$ cat src/rtl/ostt_pkg.sv
// shared types and constants for the one-shot timer table
`default_nettype none

package ostt_pkg;

  localparam logic [1:0] FUNC_CREATE = 2'd0;
  localparam logic [1:0] FUNC_DELETE = 2'd1;
  localparam logic [1:0] FUNC_TICK   = 2'd2;

  localparam logic STATUS_OK     = 1'b0;
  localparam logic STATUS_REJECT = 1'b1;

  typedef struct packed {
    logic [31:0] deadline;
    logic [15:0] handler;
    logic [31:0] arg;
  } ent_t;

  localparam int ENT_W = $bits(ent_t);

endpackage

`default_nettype wire

$ cat src/rtl/ostt_ram.sv
// generic single-port-write, single-port-read ram with registered read data
`default_nettype none

module ostt_ram #(
  parameter int WIDTH = 8,
  parameter int DEPTH = 16,
  localparam int AW = (DEPTH > 1) ? $clog2(DEPTH) : 1
) (
  input  wire logic                  clk,
  input  wire logic                  wr_en,
  input  wire logic [AW-1:0]         wr_addr,
  input  wire logic [WIDTH-1:0]      wr_data,
  input  wire logic [AW-1:0]         rd_addr,
  output logic      [WIDTH-1:0]      rd_data
);

  logic [WIDTH-1:0] mem [DEPTH];

  always_ff @(posedge clk) begin
    if (wr_en) begin
      mem[wr_addr] <= wr_data;
    end
    rd_data <= mem[rd_addr];
  end

endmodule

`default_nettype wire

$ cat src/rtl/oneshot_software_timer_table_top.sv
// top level of the one-shot timer table: slot memory, tick counter and scan control
//
//  channel | direction | handshake            | payload
//  in_     | input     | in_valid / in_stall   | func, handler_id, callback_arg, timeout, slot_index
//  out_    | output    | out_valid / out_stall | status, slot, fired, fired_handler, fired_arg, tick_now
//
//  create, delete and unused codes go from the accepting cycle to ST_EMIT, which loads the result
//  a tick scans the slot memory, reading one slot entry per cycle, and stops at the first
//  expired timer
//  one transaction is in flight at a time; in_stall is high until its result is registered
//  reset zeroes the tick counter and frees every slot; slot memory contents are not cleared
//  a stalled result holds in the output register while the next transaction is taken
`default_nettype none

module oneshot_software_timer_table_top
  import ostt_pkg::*;
#(
  parameter int NUM_SLOTS = 16
) (
  input  wire logic        clk,
  input  wire logic        rst_n,
  input  wire logic        in_valid,
  output logic             in_stall,
  input  wire logic [1:0]  in_func,
  input  wire logic [15:0] in_handler_id,
  input  wire logic [31:0] in_callback_arg,
  input  wire logic [31:0] in_timeout,
  input  wire logic [3:0]  in_slot_index,
  output logic             out_valid,
  input  wire logic        out_stall,
  output logic             out_status,
  output logic [3:0]       out_slot,
  output logic             out_fired,
  output logic [15:0]      out_fired_handler,
  output logic [31:0]      out_fired_arg,
  output logic [31:0]      out_tick_now
);

  localparam int IDX_W = (NUM_SLOTS > 1) ? $clog2(NUM_SLOTS) : 1;
  localparam logic [IDX_W-1:0] LAST_IDX = IDX_W'(NUM_SLOTS - 1);

  typedef enum logic [1:0] {
    ST_IDLE,
    ST_SCAN,
    ST_EMIT
  } state_t;

  state_t                 state_r;
  logic [NUM_SLOTS-1:0]   act_r;
  logic [31:0]            tick_r;
  logic [IDX_W-1:0]       scan_rd_r;
  logic [IDX_W-1:0]       cmp_idx_r;
  logic                   cmp_vld_r;

  logic                   res_status_r;
  logic [3:0]             res_slot_r;
  logic                   res_fired_r;
  logic [15:0]            res_handler_r;
  logic [31:0]            res_arg_r;

  logic                   out_valid_r;
  logic                   out_status_r;
  logic [3:0]             out_slot_r;
  logic                   out_fired_r;
  logic [15:0]            out_handler_r;
  logic [31:0]            out_arg_r;
  logic [31:0]            out_tick_r;

  logic [IDX_W-1:0]       free_idx;
  logic                   create_ok;
  logic                   del_ok;
  logic [IDX_W-1:0]       del_idx;
  logic                   wr_en;
  ent_t                   wr_data;
  ent_t                   rd_data;
  logic                   hit;
  logic                   out_load;

  // lowest free slot
  always_comb begin
    free_idx = '0;
    for (int i = NUM_SLOTS - 1; i >= 0; i--) begin
      if (!act_r[i]) begin
        free_idx = IDX_W'(i);
      end
    end
  end

  assign create_ok = (in_handler_id != 16'd0) && (in_timeout != 32'd0) && !(&act_r);
  assign del_ok    = 32'(in_slot_index) < 32'(NUM_SLOTS);
  assign del_idx   = IDX_W'(in_slot_index);

  assign in_stall = (state_r != ST_IDLE);
  assign wr_en    = in_valid && (state_r == ST_IDLE) && (in_func == FUNC_CREATE) && create_ok;

  always_comb begin
    wr_data.deadline = tick_r + in_timeout;
    wr_data.handler  = in_handler_id;
    wr_data.arg      = in_callback_arg;
  end

  ostt_ram #(
    .WIDTH (ENT_W),
    .DEPTH (NUM_SLOTS)
  ) u_ram (
    .clk     (clk),
    .wr_en   (wr_en),
    .wr_addr (free_idx),
    .wr_data (wr_data),
    .rd_addr (scan_rd_r),
    .rd_data (rd_data)
  );

  assign hit      = cmp_vld_r && act_r[cmp_idx_r] && (rd_data.deadline <= tick_r);
  assign out_load = !out_valid_r || !out_stall;

  always_ff @(posedge clk) begin
    if (!rst_n) begin
      state_r     <= ST_IDLE;
      act_r       <= '0;
      tick_r      <= '0;
      cmp_vld_r   <= 1'b0;
      out_valid_r <= 1'b0;
    end else begin
      if ((state_r == ST_EMIT) && out_load) begin
        out_valid_r <= 1'b1;
      end else if (out_valid_r && !out_stall) begin
        out_valid_r <= 1'b0;
      end
      case (state_r)
        ST_IDLE: begin
          if (in_valid) begin
            res_fired_r   <= 1'b0;
            res_handler_r <= 16'd0;
            res_arg_r     <= 32'd0;
            case (in_func)
              FUNC_CREATE: begin
                state_r <= ST_EMIT;
                if (create_ok) begin
                  act_r[free_idx] <= 1'b1;
                  res_status_r    <= STATUS_OK;
                  res_slot_r      <= 4'(free_idx);
                end else begin
                  res_status_r <= STATUS_REJECT;
                  res_slot_r   <= 4'd0;
                end
              end
              FUNC_DELETE: begin
                res_status_r <= STATUS_OK;
                res_slot_r   <= 4'd0;
                state_r      <= ST_EMIT;
                if (del_ok) begin
                  act_r[del_idx] <= 1'b0;
                end
              end
              FUNC_TICK: begin
                res_status_r <= STATUS_OK;
                res_slot_r   <= 4'd0;
                tick_r       <= tick_r + 32'd1;
                scan_rd_r    <= '0;
                cmp_vld_r    <= 1'b0;
                state_r      <= ST_SCAN;
              end
              default: begin
                res_status_r <= STATUS_OK;
                res_slot_r   <= 4'd0;
                state_r      <= ST_EMIT;
              end
            endcase
          end
        end
        ST_SCAN: begin
          if (scan_rd_r != LAST_IDX) begin
            scan_rd_r <= scan_rd_r + 1'b1;
          end
          cmp_vld_r <= 1'b1;
          cmp_idx_r <= scan_rd_r;
          if (hit) begin
            act_r[cmp_idx_r] <= 1'b0;
            res_fired_r      <= 1'b1;
            res_slot_r       <= 4'(cmp_idx_r);
            res_handler_r    <= rd_data.handler;
            res_arg_r        <= rd_data.arg;
            state_r          <= ST_EMIT;
          end else if (cmp_vld_r && (cmp_idx_r == LAST_IDX)) begin
            state_r <= ST_EMIT;
          end
        end
        ST_EMIT: begin
          if (out_load) begin
            out_status_r  <= res_status_r;
            out_slot_r    <= res_slot_r;
            out_fired_r   <= res_fired_r;
            out_handler_r <= res_handler_r;
            out_arg_r     <= res_arg_r;
            out_tick_r    <= tick_r;
            state_r       <= ST_IDLE;
          end
        end
        default: begin
          state_r <= ST_IDLE;
        end
      endcase
    end
  end

  assign out_valid         = out_valid_r;
  assign out_status        = out_status_r;
  assign out_slot          = out_slot_r;
  assign out_fired         = out_fired_r;
  assign out_fired_handler = out_handler_r;
  assign out_fired_arg     = out_arg_r;
  assign out_tick_now      = out_tick_r;

endmodule

`default_nettype wire

$ cat config.mk
export PLATFORM = sky130hd
export DESIGN_NAME = oneshot_software_timer_table_top
export DESIGN_NICKNAME = d
export VERILOG_FILES = /design/src/rtl/ostt_pkg.sv /design/src/rtl/ostt_ram.sv /design/src/rtl/oneshot_software_timer_table_top.sv
export SDC_FILE = /design/constraint.sdc
export NUM_CORES = 2
export LEC_CHECK = 0
export BUFFER_PORTS_ARGS = -buffer_cell sky130_fd_sc_hd__buf_2
export CAP_MARGIN = 5
export CORE_MARGIN = 2
export CORE_UTILIZATION = 55
export DETAILED_ROUTE_END_ITERATION = 8
export PLACE_DENSITY = 0.72
export RECOVER_POWER = 50
export SLEW_MARGIN = 40
export SYNTH_ARGS = -nofsm -noshare
export SYNTH_HDL_FRONTEND = slang
export SYNTH_SLANG_ARGS = --single-unit
$ cat constraint.sdc
create_clock -name clk -period 7.8 [get_ports clk]
set_clock_uncertainty 0.05 [all_clocks]
set_input_delay 1.95 -clock clk [delete_from_list [all_inputs] [get_ports clk]]
set_output_delay 1.95 -clock clk [all_outputs]
set_load 0.03 [all_outputs]
==> results.toml <==
[placed_design]
gpl.final_weighted_congestion = 0.9218
portBuffers = 177
place.detailed.hpwl_mm = 73.43

[synth]
synth_top_flop_cell = "sky130_fd_sc_hd__edfxtp_1"
synth_top_area_frac = 0.7155
synthesis.nets = 2961
netlist_instances = 2805
ys_async_sr_fraction = 0
yosys-top-cells-area = "sky130_fd_sc_hd__edfxtp_1 (72%), sky130_fd_sc_hd__mux4_2 (15%), sky130_fd_sc_hd__dfxtp_1 (4.4%)"
synth.avg_cell_area_um2 = 21.36
library_cells_used_by_synthesis = 67
ys_seq_area_frac = 0.7596
syn-cell-area_um2 = 59930
postSynthRegisterBits = 1560
synth_edf_count = 1428
netlist.top_cell.by_area = "sky130_fd_sc_hd__edfxtp_1"
yosysWarnings = 0

[finish]
layout-area-overhead-vs-synth_pct = 13.63
mostFrequentLayoutCell = "sky130_fd_sc_hd__edfxtp_1"
layout_common_cells = "sky130_fd_sc_hd__edfxtp_1 (1428), sky130_fd_sc_hd__mux4_2 (401), sky130_fd_sc_hd__clkbuf_1 (183)"
layout.nets = 3247
layout-drive-gt1-share = 0.2348

[drt]
detail-route-antenna-nets = 0
detailroute.via_count = 29390
drt_first_iter_violations = 3853
detail_route.wl_per_cell_um = 29.08
first_pass_iters = 6
viasPerCell = 6.343
detail_route.drc_violations = 0
finalWirelength_mm = 134.7

[die]
start_util = 0.5529
fp.dieArea_um2 = 111600
fp.dieH_um = 334.1
floorplan.die.width_um = 334.1
core_box_area_um2 = 108400
rows = 121
ios = 178

[timing]
setup_tns_ps = 0
rsz_0062_raised_after_global_routing = "no"
hold_viol_final = 0
timing_worst_slew_pin_value_ps = 4508
maxSlewHeadroom = -2.006
max_clock_freq_ghz = 0.1626
slew_violations = 516
finalSetupViolations = 0
part_of_the_cycle_the_worst_path_needs = 0.7886
finalWorstPathRequiredPeriod_ps = 6151

[worst_setup_path]
worst_setup_path_end_kind = "flop"
critical_path_peak_fanout = 57
worst-endpoint-required_ps = 8130
crit-reg2reg-launch = "state_r[1]"
ff2ff_setup_slack_ps = 1810
cp.arrival_ps = 6480
crit_type = "in -> reg"
setup.worst_path.start = "rst_n"
start_kind = "input port"

[grt]
antenna_found_initial = 6
first_pass_grt_wire_length_mm = 201.3
grt_start_max_net_pins = 127
first_global_vias = 29960
track_usage = 0.2464
globalRouteOverflowTotal = 0

[power]
pwr-share-seq = 0.531
p_leak_nw = 21.75
switching_power_mw = 3.502
power_switching_share = 0.2017
peakVddDrop_mv = 0.1863
finalPower_mw = 17.36
power.internal_mw = 13.86
power_per_cell_area_nw_per_um2 = 255.0
share_comb_of_total_power = 0.032
clock_group_share_of_total_power = 0.437

[clock_network]
clkLatencyLatePin_ps = 770
cts-root-to-sink-buffers = 3
ctsHoldBuffers = 0
clock_tree_from_tritoncts = "yes"
clk_pin_slew_ps = 60
tritoncts_num_sinks = 1560
clock-root-buffer = "sky130_fd_sc_hd__clkbuf_16"
number_of_buffers_created_by_cts = 154
number_of_buffers_inserted_to_repair_setup_after_cts = 0
post_cts_resize_count = 0
ctsHtreeMaxLevel = 4

[min_path]
holdCritPathClass = "reg -> reg"
hold_start = "res_arg_r[13]"

[status]
violations_in_the_final_reports = "capacitance limit, slew limit"
run_status = "finished with violations"

[run]
maxCapViolations = 13
Yosys cell counts (3+ instances only):
master and instances:
sky130_fd_sc_hd__edfxtp_1 1428, sky130_fd_sc_hd__mux4_2 401, sky130_fd_sc_hd__dfxtp_1 132, sky130_fd_sc_hd__and2_1 77, sky130_fd_sc_hd__clkbuf_1 75, sky130_fd_sc_hd__ha_1 65, sky130_fd_sc_hd__nor2_1 60, sky130_fd_sc_hd__inv_1 53
sky130_fd_sc_hd__a21oi_1 51, sky130_fd_sc_hd__xnor2_1 47, sky130_fd_sc_hd__nand2_1 44, sky130_fd_sc_hd__o21ai_0 41, sky130_fd_sc_hd__buf_1 30, sky130_fd_sc_hd__nand4_1 26, sky130_fd_sc_hd__a21o_1 24, sky130_fd_sc_hd__nor3_1 23
sky130_fd_sc_hd__nand3_1 19, sky130_fd_sc_hd__nor4_1 19, sky130_fd_sc_hd__nand2b_1 17, sky130_fd_sc_hd__buf_2 11, sky130_fd_sc_hd__or3_1 11, sky130_fd_sc_hd__nor2b_1 10, sky130_fd_sc_hd__o21a_1 10, sky130_fd_sc_hd__xor2_1 10
sky130_fd_sc_hd__a21boi_0 9, sky130_fd_sc_hd__o311ai_0 9, sky130_fd_sc_hd__a31oi_1 8, sky130_fd_sc_hd__and3_1 8, sky130_fd_sc_hd__a22oi_1 7, sky130_fd_sc_hd__and4_1 6, sky130_fd_sc_hd__a211o_1 5, sky130_fd_sc_hd__o21bai_1 5
sky130_fd_sc_hd__mux4_1 4, sky130_fd_sc_hd__o211ai_1 4, sky130_fd_sc_hd__a2111oi_0 3, sky130_fd_sc_hd__a211oi_1 3, sky130_fd_sc_hd__buf_6 3, sky130_fd_sc_hd__nor4b_1 3, sky130_fd_sc_hd__o31ai_1 3
metal layers:
layer / up-vias / global-route usage / wire (um)
met3: 213 / 0.04239 / 11050
met4: 4 / 0.06249 / 2821
met2: 1406 / 0.3888 / 64710
li1: 12240 / - / -
met1: 15520 / 0.3639 / 56130
met5: - / 0 / 26
stage by stage:
step                      std cells  hold slack (ps)  utilization  setup slack [ps]  instance area (um^2)
after floorplan                2805            350.3            -             860.5                 59930
after global placement         4342            352.6       0.5809              1853                 62970
after detailed placement       4349            354.5       0.5835              1777                 63250
after CTS                      4629            337.8       0.6314              2612                 68450
after global routing           4630            347.2       0.6281              1241                 68090
final                          4633            338.1       0.6282              1649                 68100
layout make-up:
class                   instances  area (um^2)
fillers                      7261        40300
multi-input cells            1073        13920
inverters                      53        198.9
clock inverters                93         1129
repair buffers                249         1480
flip-flops and latches       1560        45520
well taps                    1414         1769
diodes                          4        10.01
clock buffers                 187         4070
worst paths after layout:
path | to | depth (start not counted)
worst max register to register | act_r[2] | 6
worst min register to register | out_fired_arg[13] | 0
worst max-delay path | out_fired_handler[7] | 4
worst min-delay path | out_fired_arg[13] | 0
logic make-up (layout without fill, tap and decap cells):
logic type / after synthesis / count (layout) / share of synthesized area
mux: 405 / 405 / 0.1525
compound gates: 210 / 210 / 0.02380
other cells: 0 / 4 / 0
simple gates: 335 / 335 / 0.03050
buf+inv: 172 / 582 / 0.01138
xor+xnor: 57 / 57 / 0.008330
flops: 1560 / 1560 / 0.7596
fa+ha+maj: 66 / 66 / 0.01390
flip-flops by register name, summed over array words and instances, names as in the netlist, 2 cells and up:
signal,flops
state_r,2
out_tick_now,32
cmp_idx_r,4
out_slot,4
res_handler_r,16
u_ram.rd_data,80
res_arg_r,32
u_ram.mem,1280
out_fired_handler,16
scan_rd_r,4
tick_r,32
res_slot_r,4
out_fired_arg,32
act_r,16
power by group through the flow:
| stage | sequential, mW | clock [mW] | combinational [mW] |
|---|---|---|---|
| floorplan | 9.41 | 0 | 0.296 |
| detailed placement | 9.40 | 0 | 0.562 |
| global route | 9.23 | 8.01 | 0.601 |
| global placement | 9.40 | 0 | 0.537 |
| CTS | 9.22 | 7.69 | 0.566 |
| finish | 9.23 | 7.58 | 0.556 |
critical path, cell delays in order:
cell and delay, ps:
sky130_fd_sc_hd__buf_2 70, sky130_fd_sc_hd__clkbuf_1 1630, sky130_fd_sc_hd__and4b_1 1900, sky130_fd_sc_hd__buf_4 800
Note: power is estimated with default switching activity, not from simulation.
